`config.mk`:
```
export PLATFORM = sky130hd
export DESIGN_NAME = adc_table_temperature_interpolator
export DESIGN_NICKNAME = d
export VERILOG_FILES = /design/src/rtl/core/atti_pkg.sv /design/src/rtl/core/atti_ram.sv /design/src/rtl/core/atti_div.sv /design/src/rtl/core/adc_table_temperature_interpolator.sv
export SDC_FILE = /design/constraint.sdc
export NUM_CORES = 1
export LEC_CHECK = 0
export BUFFER_PORTS_ARGS = -buffer_cell sky130_fd_sc_hd__buf_2
export CAP_MARGIN = 20
export CORE_UTILIZATION = 65
export DETAILED_ROUTE_END_ITERATION = 8
export GPL_ROUTABILITY_DRIVEN = 0
export PLACE_DENSITY = 0.82
export SYNTH_ARGS = -nofsm -noshare
export SYNTH_HDL_FRONTEND = slang
export SYNTH_SLANG_ARGS = --single-unit
```
`constraint.sdc`:
```
create_clock -name aclk -period 20.9 [get_ports aclk]
set_clock_uncertainty 0.05 [all_clocks]
set_input_delay 1.045 -clock aclk [delete_from_list [all_inputs] [get_ports aclk]]
set_output_delay 1.045 -clock aclk [all_outputs]
set_load 0.1 [all_outputs]
```
`src/rtl/core/atti_pkg.sv`:
```
`default_nettype none

package atti_pkg;

    localparam int LEN_BITS    = 6;
    localparam int OFFSET_BITS = 16;
    localparam int STEP_BITS   = 15;
    localparam int TEMP_BITS   = 16;
    localparam int INDEX_BITS  = 5;
    localparam int VALUE_BITS  = 12;
    localparam int CFG_IDX_BITS  = 2;
    localparam int CFG_DATA_BITS = 16;

    localparam logic [CFG_IDX_BITS-1:0] CFG_TABLE_LENGTH = 2'd0;
    localparam logic [CFG_IDX_BITS-1:0] CFG_OFFSET_TEMP  = 2'd1;
    localparam logic [CFG_IDX_BITS-1:0] CFG_STEP_TEMP    = 2'd2;

    localparam logic [LEN_BITS-1:0]           RST_TABLE_LENGTH = 6'd25;
    localparam logic signed [OFFSET_BITS-1:0] RST_OFFSET_TEMP  = -16'sd400;
    localparam logic [STEP_BITS-1:0]          RST_STEP_TEMP    = 15'd50;

    localparam logic REQ_WRITE   = 1'b0;
    localparam logic REQ_CONVERT = 1'b1;

    typedef enum logic [2:0] {
        ST_IDLE,
        ST_HEAD,
        ST_TAIL,
        ST_SCAN,
        ST_MUL,
        ST_DIV,
        ST_LMUL,
        ST_DONE
    } state_t;

endpackage

`default_nettype wire

```
`src/rtl/core/atti_ram.sv`:
```
`default_nettype none

module atti_ram #(
    parameter int WIDTH = 12,
    parameter int DEPTH = 32
) (
    input  wire logic                     aclk,
    input  wire logic                     we,
    input  wire logic [$clog2(DEPTH)-1:0] waddr,
    input  wire logic [WIDTH-1:0]         wdata,
    input  wire logic                     re,
    input  wire logic [$clog2(DEPTH)-1:0] raddr,
    output logic      [WIDTH-1:0]         rdata
);

    logic [WIDTH-1:0] mem [DEPTH];

    always_ff @(posedge aclk) begin
        if (we) begin
            mem[waddr] <= wdata;
        end
        if (re) begin
            rdata <= mem[raddr];
        end
    end

endmodule

`default_nettype wire

```
`src/rtl/core/atti_div.sv`:
```
`default_nettype none

module atti_div #(
    parameter int DEN_BITS = 12
) (
    input  wire logic                                  aclk,
    input  wire logic                                  aresetn,
    input  wire logic                                  start,
    input  wire logic [DEN_BITS+atti_pkg::STEP_BITS-1:0] num,
    input  wire logic [DEN_BITS-1:0]                   den,
    output logic                                       done,
    output logic [atti_pkg::STEP_BITS-1:0]             quot
);

    localparam int QB = atti_pkg::STEP_BITS;
    localparam int CB = $clog2(QB + 1);

    logic [DEN_BITS-1:0] rem_reg, rem_next;
    logic [DEN_BITS-1:0] den_reg, den_next;
    logic [QB-1:0]       quot_reg, quot_next;
    logic [CB-1:0]       cnt_reg, cnt_next;
    logic                busy_reg, busy_next;
    logic                done_reg, done_next;
    logic [DEN_BITS:0]   trial;
    logic [DEN_BITS:0]   diff;
    logic                fits;

    always_comb begin
        trial = {rem_reg, quot_reg[QB-1]};
        diff  = trial - {1'b0, den_reg};
        fits  = trial >= {1'b0, den_reg};

        rem_next  = rem_reg;
        den_next  = den_reg;
        quot_next = quot_reg;
        cnt_next  = cnt_reg;
        busy_next = busy_reg;
        done_next = 1'b0;

        if (start) begin
            // high part of the numerator is known to lie below the divisor
            rem_next  = num[DEN_BITS+QB-1:QB];
            quot_next = num[QB-1:0];
            den_next  = den;
            cnt_next  = CB'(QB);
            busy_next = 1'b1;
        end else if (busy_reg) begin
            rem_next  = fits ? diff[DEN_BITS-1:0] : trial[DEN_BITS-1:0];
            quot_next = {quot_reg[QB-2:0], fits};
            cnt_next  = cnt_reg - CB'(1);
            busy_next = (cnt_reg != CB'(1));
            done_next = (cnt_reg == CB'(1));
        end
    end

    always_ff @(posedge aclk) begin
        if (!aresetn) begin
            busy_reg <= 1'b0;
            done_reg <= 1'b0;
        end else begin
            busy_reg <= busy_next;
            done_reg <= done_next;
        end
        rem_reg  <= rem_next;
        den_reg  <= den_next;
        quot_reg <= quot_next;
        cnt_reg  <= cnt_next;
    end

    assign done = done_reg;
    assign quot = quot_reg;

endmodule

`default_nettype wire

```
`src/rtl/core/adc_table_temperature_interpolator.sv`:
```
// Converts raw ADC readings to temperature through a descending breakpoint table held in a
// single-port-write, registered-read RAM. A write beat (req_type 0) stores one breakpoint;
// slots at or beyond TABLE_DEPTH are dropped. A conversion beat (req_type 1) reads entry 0 and
// the last entry in use to catch the clamped ends, then walks the table one entry per cycle
// from entry 1 until it finds the segment, keeping the running segment temperature in an
// accumulator, and finally divides inside the segment with a bit-serial divider that produces
// one quotient bit per cycle, unless the segment's two breakpoints are equal. A conversion's
// run time is dominated by the table walk through the RAM read port and the divider. Results
// sit in an output register, so further beats are taken while a result waits. Configuration
// (0 table_length, 1 offset_temp, 2 step_temp) is written over the cfg channel; the user must
// write it only while the block is idle, as cfg_ready is held high and the block leaves this
// to the user. table_length is clamped to 2..TABLE_DEPTH.

`default_nettype none

module adc_table_temperature_interpolator #(
    parameter int TABLE_DEPTH = 32,
    parameter int SAMPLE_BITS = 12
) (
    input  wire logic                                aclk,
    input  wire logic                                aresetn,

    input  wire logic                                s_valid,
    output logic                                     s_ready,
    input  wire logic                                s_req_type,
    input  wire logic [atti_pkg::INDEX_BITS-1:0]     s_entry_index,
    input  wire logic [atti_pkg::VALUE_BITS-1:0]     s_entry_value,
    input  wire logic [atti_pkg::VALUE_BITS-1:0]     s_adc_sample,

    output logic                                     m_valid,
    input  wire logic                                m_ready,
    output logic signed [atti_pkg::TEMP_BITS-1:0]    m_temperature,

    input  wire logic                                cfg_valid,
    output logic                                     cfg_ready,
    input  wire logic [atti_pkg::CFG_IDX_BITS-1:0]   cfg_index,
    input  wire logic [atti_pkg::CFG_DATA_BITS-1:0]  cfg_data
);

    localparam int SW  = SAMPLE_BITS;
    localparam int AW  = (TABLE_DEPTH > 1) ? $clog2(TABLE_DEPTH) : 1;
    localparam int LW  = $clog2(TABLE_DEPTH + 1);
    localparam int QB  = atti_pkg::STEP_BITS;
    localparam int MW  = (LW > SW) ? LW : SW;
    localparam int PW  = MW + QB;
    localparam int NW  = SW + QB;
    localparam int RW  = LW + QB + 2;
    localparam int TW  = atti_pkg::TEMP_BITS;

    localparam logic signed [RW-1:0] SAT_MAX = RW'(32'sd32767);
    localparam logic signed [RW-1:0] SAT_MIN = RW'(-32'sd32768);

    // configuration
    logic [atti_pkg::LEN_BITS-1:0]           length_reg;
    logic signed [atti_pkg::OFFSET_BITS-1:0] offset_reg;
    logic [QB-1:0]                           step_reg;

    assign cfg_ready = 1'b1;

    always_ff @(posedge aclk) begin
        if (!aresetn) begin
            length_reg <= atti_pkg::RST_TABLE_LENGTH;
            offset_reg <= atti_pkg::RST_OFFSET_TEMP;
            step_reg   <= atti_pkg::RST_STEP_TEMP;
        end else if (cfg_valid && cfg_ready) begin
            unique case (cfg_index)
                atti_pkg::CFG_TABLE_LENGTH: length_reg <= cfg_data[atti_pkg::LEN_BITS-1:0];
                atti_pkg::CFG_OFFSET_TEMP:  offset_reg <= cfg_data[atti_pkg::OFFSET_BITS-1:0];
                atti_pkg::CFG_STEP_TEMP:    step_reg   <= cfg_data[QB-1:0];
                default: ;
            endcase
        end
    end

    // effective table length
    logic [LW-1:0] eff_len;

    always_comb begin
        if (int'(length_reg) < 2) begin
            eff_len = LW'(2);
        end else if (int'(length_reg) > TABLE_DEPTH) begin
            eff_len = LW'(TABLE_DEPTH);
        end else begin
            eff_len = LW'(length_reg);
        end
    end

    // breakpoint memory
    logic          mem_we;
    logic [AW-1:0] mem_waddr;
    logic [SW-1:0] mem_wdata;
    logic          mem_re;
    logic [AW-1:0] mem_raddr;
    logic [SW-1:0] mem_rdata;

    atti_ram #(
        .WIDTH(SW),
        .DEPTH(TABLE_DEPTH)
    ) u_table (
        .aclk (aclk),
        .we   (mem_we),
        .waddr(mem_waddr),
        .wdata(mem_wdata),
        .re   (mem_re),
        .raddr(mem_raddr),
        .rdata(mem_rdata)
    );

    // divider
    logic          div_start;
    logic [NW-1:0] div_num;
    logic [SW-1:0] div_den;
    logic          div_done;
    logic [QB-1:0] div_quot;

    atti_div #(
        .DEN_BITS(SW)
    ) u_div (
        .aclk   (aclk),
        .aresetn(aresetn),
        .start  (div_start),
        .num    (div_num),
        .den    (div_den),
        .done   (div_done),
        .quot   (div_quot)
    );

    // sequencer
    atti_pkg::state_t  state_reg, state_next;
    logic [SW-1:0]     sample_reg, sample_next;
    logic [SW-1:0]     hi_reg, hi_next;
    logic [SW-1:0]     lo_reg, lo_next;
    logic [AW-1:0]     rptr_reg, rptr_next;
    logic signed [RW-1:0] acc_reg, acc_next;
    logic [PW-1:0]     prod_reg, prod_next;
    logic [MW-1:0]     mul_a;
    logic              out_valid_reg, out_valid_next;
    logic signed [TW-1:0] out_data_reg, out_data_next;
    logic signed [RW-1:0] offset_ext;
    logic signed [RW-1:0] step_ext;
    logic signed [TW-1:0] acc_sat;

    assign offset_ext = RW'(offset_reg);
    assign step_ext   = $signed(RW'(step_reg));
    assign div_num    = NW'(prod_reg);
    assign div_den    = hi_reg - lo_reg;
    assign mem_wdata  = SW'(s_entry_value);
    assign mem_waddr  = AW'(s_entry_index);

    always_comb begin
        if (acc_reg > SAT_MAX) begin
            acc_sat = TW'(SAT_MAX);
        end else if (acc_reg < SAT_MIN) begin
            acc_sat = TW'(SAT_MIN);
        end else begin
            acc_sat = TW'(acc_reg);
        end
    end

    always_comb begin
        state_next     = state_reg;
        sample_next    = sample_reg;
        hi_next        = hi_reg;
        lo_next        = lo_reg;
        rptr_next      = rptr_reg;
        acc_next       = acc_reg;
        prod_next      = prod_reg;
        out_valid_next = out_valid_reg;
        out_data_next  = out_data_reg;
        s_ready        = 1'b0;
        mem_we         = 1'b0;
        mem_re         = 1'b0;
        mem_raddr      = '0;
        div_start      = 1'b0;
        mul_a          = (state_reg == atti_pkg::ST_TAIL) ? MW'(eff_len) : MW'(hi_reg - sample_reg);

        if (m_valid && m_ready) begin
            out_valid_next = 1'b0;
        end

        unique case (state_reg)
            atti_pkg::ST_IDLE: begin
                s_ready = 1'b1;
                if (s_valid) begin
                    if (s_req_type == atti_pkg::REQ_WRITE) begin
                        mem_we = (32'(s_entry_index) < TABLE_DEPTH);
                    end else begin
                        sample_next = SW'(s_adc_sample);
                        mem_re      = 1'b1;
                        mem_raddr   = '0;
                        state_next  = atti_pkg::ST_HEAD;
                    end
                end
            end
            atti_pkg::ST_HEAD: begin
                if (sample_reg >= mem_rdata) begin
                    acc_next   = offset_ext;
                    state_next = atti_pkg::ST_DONE;
                end else begin
                    hi_next    = mem_rdata;
                    mem_re     = 1'b1;
                    mem_raddr  = AW'(eff_len - LW'(1));
                    state_next = atti_pkg::ST_TAIL;
                end
            end
            atti_pkg::ST_TAIL: begin
                if (sample_reg <= mem_rdata) begin
                    prod_next  = PW'(mul_a * step_reg);
                    state_next = atti_pkg::ST_LMUL;
                end else begin
                    acc_next   = offset_ext;
                    rptr_next  = AW'(1);
                    mem_re     = 1'b1;
                    mem_raddr  = AW'(1);
                    state_next = atti_pkg::ST_SCAN;
                end
            end
            atti_pkg::ST_SCAN: begin
                if (mem_rdata <= sample_reg) begin
                    lo_next    = mem_rdata;
                    prod_next  = PW'(mul_a * step_reg);
                    state_next = (mem_rdata == hi_reg) ? atti_pkg::ST_DONE : atti_pkg::ST_MUL;
                end else begin
                    hi_next    = mem_rdata;
                    acc_next   = acc_reg + step_ext;
                    rptr_next  = rptr_reg + AW'(1);
                    mem_re     = 1'b1;
                    mem_raddr  = rptr_reg + AW'(1);
                end
            end
            atti_pkg::ST_MUL: begin
                div_start  = 1'b1;
                state_next = atti_pkg::ST_DIV;
            end
            atti_pkg::ST_DIV: begin
                if (div_done) begin
                    acc_next   = acc_reg + $signed(RW'(div_quot));
                    state_next = atti_pkg::ST_DONE;
                end
            end
            atti_pkg::ST_LMUL: begin
                acc_next   = offset_ext + $signed(RW'(prod_reg));
                state_next = atti_pkg::ST_DONE;
            end
            atti_pkg::ST_DONE: begin
                if (!out_valid_reg || m_ready) begin
                    out_valid_next = 1'b1;
                    out_data_next  = acc_sat;
                    state_next     = atti_pkg::ST_IDLE;
                end
            end
            default: begin
                state_next = atti_pkg::ST_IDLE;
            end
        endcase
    end

    always_ff @(posedge aclk) begin
        if (!aresetn) begin
            state_reg     <= atti_pkg::ST_IDLE;
            out_valid_reg <= 1'b0;
        end else begin
            state_reg     <= state_next;
            out_valid_reg <= out_valid_next;
        end
        sample_reg   <= sample_next;
        hi_reg       <= hi_next;
        lo_reg       <= lo_next;
        rptr_reg     <= rptr_next;
        acc_reg      <= acc_next;
        prod_reg     <= prod_next;
        out_data_reg <= out_data_next;
    end

    assign m_valid       = out_valid_reg;
    assign m_temperature = out_data_reg;

endmodule

`default_nettype wire
```
# Word-level counts from Yosys, hierarchy flattened
# Memory sizes are Yosys's and may differ from the RTL's. A register that Yosys moved wholly into a read port is not among the register bits.
# Cells that the tools add are included.
totals:
  in_bits: 53
  memories: 1
  output_inout_bits: 19
  ram_bits: 384
  wordCells: 136
  regBits: 193
classes:
  n_bitwise: 2
  mul: 1
  mux: 54
  eq_ne: 22
  magnitude_cmp: 8
  reduce_logical: 21
  add_sub_neg: 9
mem_list:
  columns: ["name", "words", "word_bits", "rd", "rd_ports_with_merged_regs", "write_ports", "line", "rtl"]
  rows:
  - ["u_table.mem", 32, 12, 1, 1, 1, "atti_ram.sv:16", "logic [WIDTH-1:0] mem [DEPTH];"]
op_table:
  columns: ["operator", "n"]
  rows:
  - ["23-bit case mux with 5 select lines", 1]
  - ["23-bit two-way mux", 4]
  - ["12-bit two-way mux", 6]
  - ["27-bit two-way mux", 2]
  - ["27-bit case mux with 2 select lines", 1]
  - ["23-bit by 16-bit adder with 23-bit output", 2]
  - ["12-bit subtractor", 3]
  - ["15-bit two-way mux", 2]
  - ["12-bit by 15-bit multiplier with 27-bit output", 1]
  - ["12-bit less-or-equal comparator", 2]
  - ["12-bit case mux with 2 select lines", 1]
  - ["3-bit case mux with 8 select lines", 1]
  - ["16-bit by 23-bit adder with 23-bit output", 1]
  - ["23-bit by 16-bit > comparator with 1-bit output, second input constant", 1]
  - ["23-bit by 16-bit < comparator with 1-bit output, second input constant", 1]
  - ["3-bit two-way mux", 7]
  - ["5-bit two-way mux", 4]
  - ["1-bit two-way mux", 18]
  - ["16-bit two-way mux", 1]
  - ["2-bit != test, second input constant", 8]
  - ["5-bit case mux with 3 select lines", 1]
  - ["13-bit by 12-bit >= comparator with 1-bit output", 1]
  - ["12-bit == test", 1]
  - ["3-bit == test, second input constant", 4]
  - ["29 further kinds", 43]

# Logic depth before layout (Yosys ltp)
depth:
  word_depth: 7
  depth_mapped: 34

# Modules after synthesis
# Synthesis repeated with hierarchy kept, for this count alone.
hier_totals:
  cells_unflattened: 2716
  hier_area_um2: 33149.3
by_module_without_submodules:
  columns: ["mod", "seq_area_each_um2", "cells_per_inst", "area_per_inst_um2", "n_inst"]
  rows:
  - ["atti_ram", 11891.4, 868, 15588.7, 1]
  - ["adc_table_temperature_interpolator", 4033.9, 1634, 15102.0, 1]
  - ["atti_div", 1291.2, 214, 2458.6, 1]

# Least setup slack after synthesis
# OpenSTA, ideal clock, no wires.
synth_timing:
  kind: "register -> register"
  startpoint: "register hi_reg[1]"
  endpoint: "register prod_reg[26], in the netlist div_num[26] (data pin)"
  t_arrival_ns: 6.981
  setup_time_ns: 0.260
  path_slack_ns: 13.609
  path_stages_with_launch: 31
  required_ns: 20.590
  path_buffers: 1
  path_cell_list: "edfxtp_1 -> ha_1 -> nor2b_1 -> o21ai_0 -> a21boi_0 -> o21ai_0 -> a21boi_0 -> o2111a_1 -> or3_1 -> nand3_1 -> clkbuf_1 -> a21boi_0 -> fa_1 -> inv_1 -> fa_1 -> inv_1 -> fa_1 -> fa_1 -> inv_1 -> fa_1 -> inv_1 -> ha_1 -> nand3_1 -> nor2_1 -> and3_1 -> o211ai_1 -> a21oi_1 -> nor3_1 -> o31ai_1 -> a21oi_1 -> xnor2_1"
synth_via:
  elab_chain_cells: 5
  elab_cells_between_ends: 6
synth_lines:
  columns: ["element", "line", "rtl"]
  rows:
  - ["from (decl)", "adc_table_temperature_interpolator.sv:131", "logic [SW-1:0] hi_reg, hi_next;"]
  - ["from (signal assigned)", "adc_table_temperature_interpolator.sv:267", "hi_reg <= hi_next;"]
  - ["12-bit subtractor *", "adc_table_temperature_interpolator.sv:175", "mul_a = (state_reg == atti_pkg::ST_TAIL) ? MW'(eff_len) : MW'(hi_reg - sample_reg);"]
  - ["12-bit two-way mux *", "adc_table_temperature_interpolator.sv:175", null]
  - ["12-bit by 15-bit multiplier with 27-bit output *", "adc_table_temperature_interpolator.sv:208, adc_table_temperature_interpolator.sv:221", null]
  - ["27-bit two-way mux (on tied branches)", "adc_table_temperature_interpolator.sv:219, adc_table_temperature_interpolator.sv:207", null]
  - ["27-bit case mux with 2 select lines *", "adc_table_temperature_interpolator.sv:181", "unique case (state_reg)"]
  - ["named net prod_next[26]", "adc_table_temperature_interpolator.sv:135", "logic [PW-1:0] prod_reg, prod_next;"]
  - ["to (signal assigned)", "adc_table_temperature_interpolator.sv:271", "prod_reg <= prod_next;"]
  - ["to (decl)", "adc_table_temperature_interpolator.sv:135", null]
# Mark *: on every way through the listed nets, which the timed path passes. The rest lies on a longest branch. The select of a mux whose other input is x is not followed.
# A chain may end at the register's enable or synchronous reset.

# Worst setup path after layout
# Same ends and word-level chain as after synthesis.

==> metrics.txt <==
# TYPE chip_impl_metric gauge
chip_impl_metric{name="worstPathArrival",unit="ps"} 8960
chip_impl_metric{name="syn_to_final_growth",unit="%"} 9.48
chip_impl_metric{name="p_per_area",unit="nW/µm²"} 162
chip_impl_metric{name="totalNegativeSetupSlack",unit="ps"} 0
chip_impl_metric{name="finalSetupViolCount",unit=""} 0
chip_impl_metric{name="maxClockFrequency",unit="MHz"} 116
chip_impl_metric{name="synth-seq-cells",unit=""} 589
chip_impl_metric{name="horizontal_extent_of_the_die",unit="µm"} 227
chip_impl_metric{name="clk_lat_worst_skew",unit="ps"} 650
chip_impl_metric{name="post_synth_num_cell_types",unit=""} 76
chip_impl_info{name="kind_of_end_point_of_the_critical_path",value="flip-flop"} 1
chip_impl_metric{name="timing.max_cap.violations",unit=""} 0
chip_impl_metric{name="dr.pass1.iters",unit=""} 7
chip_impl_info{name="setup.worst_path.class",value="flip-flop to flip-flop"} 1
chip_impl_metric{name="mappedNetlistArea",unit="µm²"} 32800
chip_impl_metric{name="postCtsResizedCells",unit=""} 0
chip_impl_info{name="most_common_flop_cell_mapped_by_yosys",value="sky130_fd_sc_hd__edfxtp_1"} 1
chip_impl_metric{name="leakage_power",unit="µW"} 0.0139
chip_impl_metric{name="initialDrtViolationCount",unit=""} 2265
chip_impl_metric{name="globalRoute.totalOverflow",unit=""} 0
chip_impl_metric{name="cts-hold-fix-buffers",unit=""} 0
chip_impl_metric{name="numCtsBuffers",unit=""} 57
chip_impl_metric{name="reg2regPathDepth",unit=""} 27
chip_impl_metric{name="nets",unit=""} 3308
chip_impl_metric{name="core.rowCount",unit=""} 81
chip_impl_info{name="regToRegEndpoint",value="div_num[26]"} 1
chip_impl_metric{name="crit_path_max_fanout",unit=""} 15
chip_impl_metric{name="irDropWorstVdd",unit="µV"} 222
chip_impl_metric{name="core_area",unit="µm²"} 49400
chip_impl_metric{name="design.die.area",unit="µm²"} 51400
chip_impl_info{name="layout.cells.most_common",value="sky130_fd_sc_hd__edfxtp_1"} 1
chip_impl_info{name="critical_path.most_common_cell",value="sky130_fd_sc_hd__fa_1"} 1
chip_impl_metric{name="largest_reg_flops",unit=""} 384
chip_impl_metric{name="net_count_after_synthesis",unit=""} 3245
chip_impl_metric{name="cts_setup_buffers",unit=""} 0
chip_impl_metric{name="start_util",unit=""} 0.665
chip_impl_metric{name="hold_path_depth",unit=""} 1
chip_impl_metric{name="timing.final.ws_setup",unit="ps"} 12260
chip_impl_metric{name="regToRegSetupSlack",unit="ps"} 12260
chip_impl_metric{name="drive_above_1_share",unit=""} 0.0879
chip_impl_info{name="critical-path-slowest-cell",value="sky130_fd_sc_hd__xnor2_1"} 1
chip_impl_metric{name="synthesis.instances",unit=""} 2905
chip_impl_metric{name="drt-total-wl",unit="mm"} 82.2
chip_impl_info{name="timing.critical_path.max_delay_family",value="adder cells"} 1
chip_impl_metric{name="grt_start_max_net_pins",unit=""} 94
chip_impl_metric{name="dp_slack",unit="ps"} 12430
chip_impl_info{name="timing.critical_path.from_type",value="flip-flop"} 1
chip_impl_metric{name="detail-route-antenna-nets",unit=""} 0
chip_impl_info{name="hold_path.class",value="flip-flop to flip-flop"} 1
chip_impl_info{name="final_cell_mix",value="sky130_fd_sc_hd__edfxtp_1 (542), sky130_fd_sc_hd__nand2_1 (517), sky130_fd_sc_hd__inv_1 (243)"} 1
chip_impl_metric{name="worstMarginPinSlew",unit="ps"} 1100
chip_impl_metric{name="fillers",unit=""} 3253
chip_impl_metric{name="drcViolationCount",unit=""} 0
chip_impl_metric{name="slew_headroom",unit=""} 0.259
chip_impl_metric{name="vias_per_cell",unit=""} 6.30
chip_impl_metric{name="grt_first_pass_wirelength",unit="mm"} 126
chip_impl_info{name="tritoncts",value="done"} 1
chip_impl_info{name="netlist_top_cells_area",value="sky130_fd_sc_hd__edfxtp_1 (50%), sky130_fd_sc_hd__fa_1 (8.2%), sky130_fd_sc_hd__nand2_1 (5.9%), sky130_fd_sc_hd__ha_1 (5.8%), sky130_fd_sc_hd__mux2i_1 (3.2%)"} 1
chip_impl_metric{name="post_drt_wl_per_cell",unit="µm"} 22.3
chip_impl_metric{name="drv_slew",unit=""} 0
chip_impl_metric{name="vias",unit=""} 23177
chip_impl_info{name="hold-path-endpoint",value="u_div.done"} 1
chip_impl_metric{name="synth_top_area_share",unit=""} 0.496
chip_impl_metric{name="synth-edff-count",unit=""} 542
chip_impl_metric{name="hpwl_reported_at_the_end_of_detailed_placement",unit="mm"} 55.6
chip_impl_info{name="rsz0062_at_grt",value="no"} 1
chip_impl_metric{name="cts_htree_levels",unit=""} 2
chip_impl_metric{name="place.port_buffers",unit=""} 70
chip_impl_info{name="hold_path.startpoint",value="u_div.cnt_reg[2]"} 1
chip_impl_metric{name="syn_area_per_cell",unit="µm²"} 11.3
chip_impl_info{name="run_status",value="finished clean"} 1
chip_impl_metric{name="cp_slowest_stage_delay",unit="ps"} 850
chip_impl_metric{name="yosys_warnings",unit=""} 0
chip_impl_metric{name="cts_max_path_buffers",unit=""} 3
chip_impl_metric{name="finalCritPeriodShare",unit=""} 0.413
chip_impl_metric{name="die_height",unit="µm"} 227
chip_impl_metric{name="number_of_global_route_vias_before_repair",unit=""} 23186
chip_impl_metric{name="ys_seq_area_frac",unit=""} 0.525
chip_impl_metric{name="path_clk_slew",unit="ps"} 70
chip_impl_metric{name="crit_buf_inv",unit=""} 2
chip_impl_info{name="cts-root-buf",value="sky130_fd_sc_hd__clkbuf_16"} 1
chip_impl_metric{name="ys_async_sr_fraction",unit=""} 0
chip_impl_metric{name="finalHoldViolCount",unit=""} 0
chip_impl_info{name="critical_path.reg2reg.startpoint",value="hi_reg[1]"} 1
chip_impl_metric{name="cts_sink_cnt",unit=""} 589
chip_impl_metric{name="timing.critical_path.required",unit="ps"} 21220
chip_impl_metric{name="gr_util_all_layers",unit=""} 0.325
chip_impl_metric{name="antenna_found_initial",unit=""} 2
chip_impl_metric{name="fin_crit",unit="ps"} 8640
chip_impl_metric{name="top_level_ports",unit=""} 72
chip_impl_info{name="synth_area_leader_cell",value="sky130_fd_sc_hd__edfxtp_1"} 1
## cell families after synthesis
family	Yosys count	synth area share
xor gates and xnor gates	95	0.0254
adders and majority gates	287	0.140
and+or+nand+nor	1011	0.139
AOI/OAI and AO/OA	428	0.0883
DFF	589	0.525
buffers and inverters	371	0.0442
other	1	0.000114
muxes	123	0.0382
## how the worst max path moves through the flow
stage	cells after the start	slack, ps	to	startpoint
detailed placement	27	12430	div_num[26]	hi_reg[1]
CTS	27	12410	div_num[26]	hi_reg[1]
finish	27	12260	div_num[26]	hi_reg[1]
global route	27	11920	div_num[26]	hi_reg[1]
floorplan	30	13610	div_num[26]	hi_reg[1]
global placement	29	12870	div_num[26]	hi_reg[1]
## metal layers
metal	up-vias	part of all wire	wire length, µm	global-route usage
met5	-	0.00013	11	0
met3	304	0.080	6560	0.0511
met1	11213	0.36	29800	0.392
met4	2	0.062	5080	0.196
met2	1261	0.50	40800	0.552
li1	10397	-	-	-
## through the flow
stage               std cells  hold WS, ps  power (µW)   util  instance area [µm²]
floorplan                2905          407        3960      -                32800
global placement         3546          422        4600  0.684                33800
detailed placement       3554          439        4710  0.685                33800
CTS                      3661          451        5780  0.724                35700
global route             3681          483        6230  0.728                35900
finish                   3681          450        5820  0.728                35900
## cell usage after synthesis (all sizes together) (3+ instances only)
library cell / n
buf: 35
or4: 3
o211ai: 11
a211o: 3
fa: 135
a211oi: 10
o21a: 9
nor3: 41
nor3b: 3
a21boi: 38
nor2b: 23
nand3: 151
xnor2: 64
edfxtp: 542
mux2: 18
clkbuf: 92
o21ai: 64
o221ai: 5
and2: 33
or3: 12
a21o: 39
or2: 4
mux2i: 105
a32oi: 16
a22oi: 43
nor4: 23
a31o: 3
nand4: 9
xor2: 31
a21bo: 6
dfxtp: 47
o31ai: 10
ha: 152
nor2: 136
a31oi: 60
o21bai: 10
and3: 27
nand2b: 19
a21oi: 74
o2111ai: 5
nand2: 517
inv: 243
nand3b: 4
o22ai: 3
## area by class of cell
| type | count | area [µm²] | share of cell area |
|---|---|---|---|
| repair buffers | 131 | 870 | 0.0242 |
| multi-input cells | 1945 | 14200 | 0.395 |
| flip-flops and latches | 589 | 17200 | 0.479 |
| clock inverters | 37 | 378 | 0.0105 |
| diodes | 1 | 2.50 | 0.0000697 |
| inverters | 244 | 916 | 0.0255 |
| clock buffers | 70 | 1520 | 0.0422 |
| well taps | 664 | 831 | 0.0231 |
## report_power, final
| group | switching (µW) | total (µW) | internal [µW] | leakage [µW] |
|---|---|---|---|---|
| logic | 1910 | 3090 | 1180 | 0.00765 |
| clock network | 452 | 1030 | 582 | 0.000926 |
| registers | 122 | 1700 | 1570 | 0.00527 |
| total | 2490 | 5820 | 3340 | 0.0139 |
(Power assumes the default switching activity.)
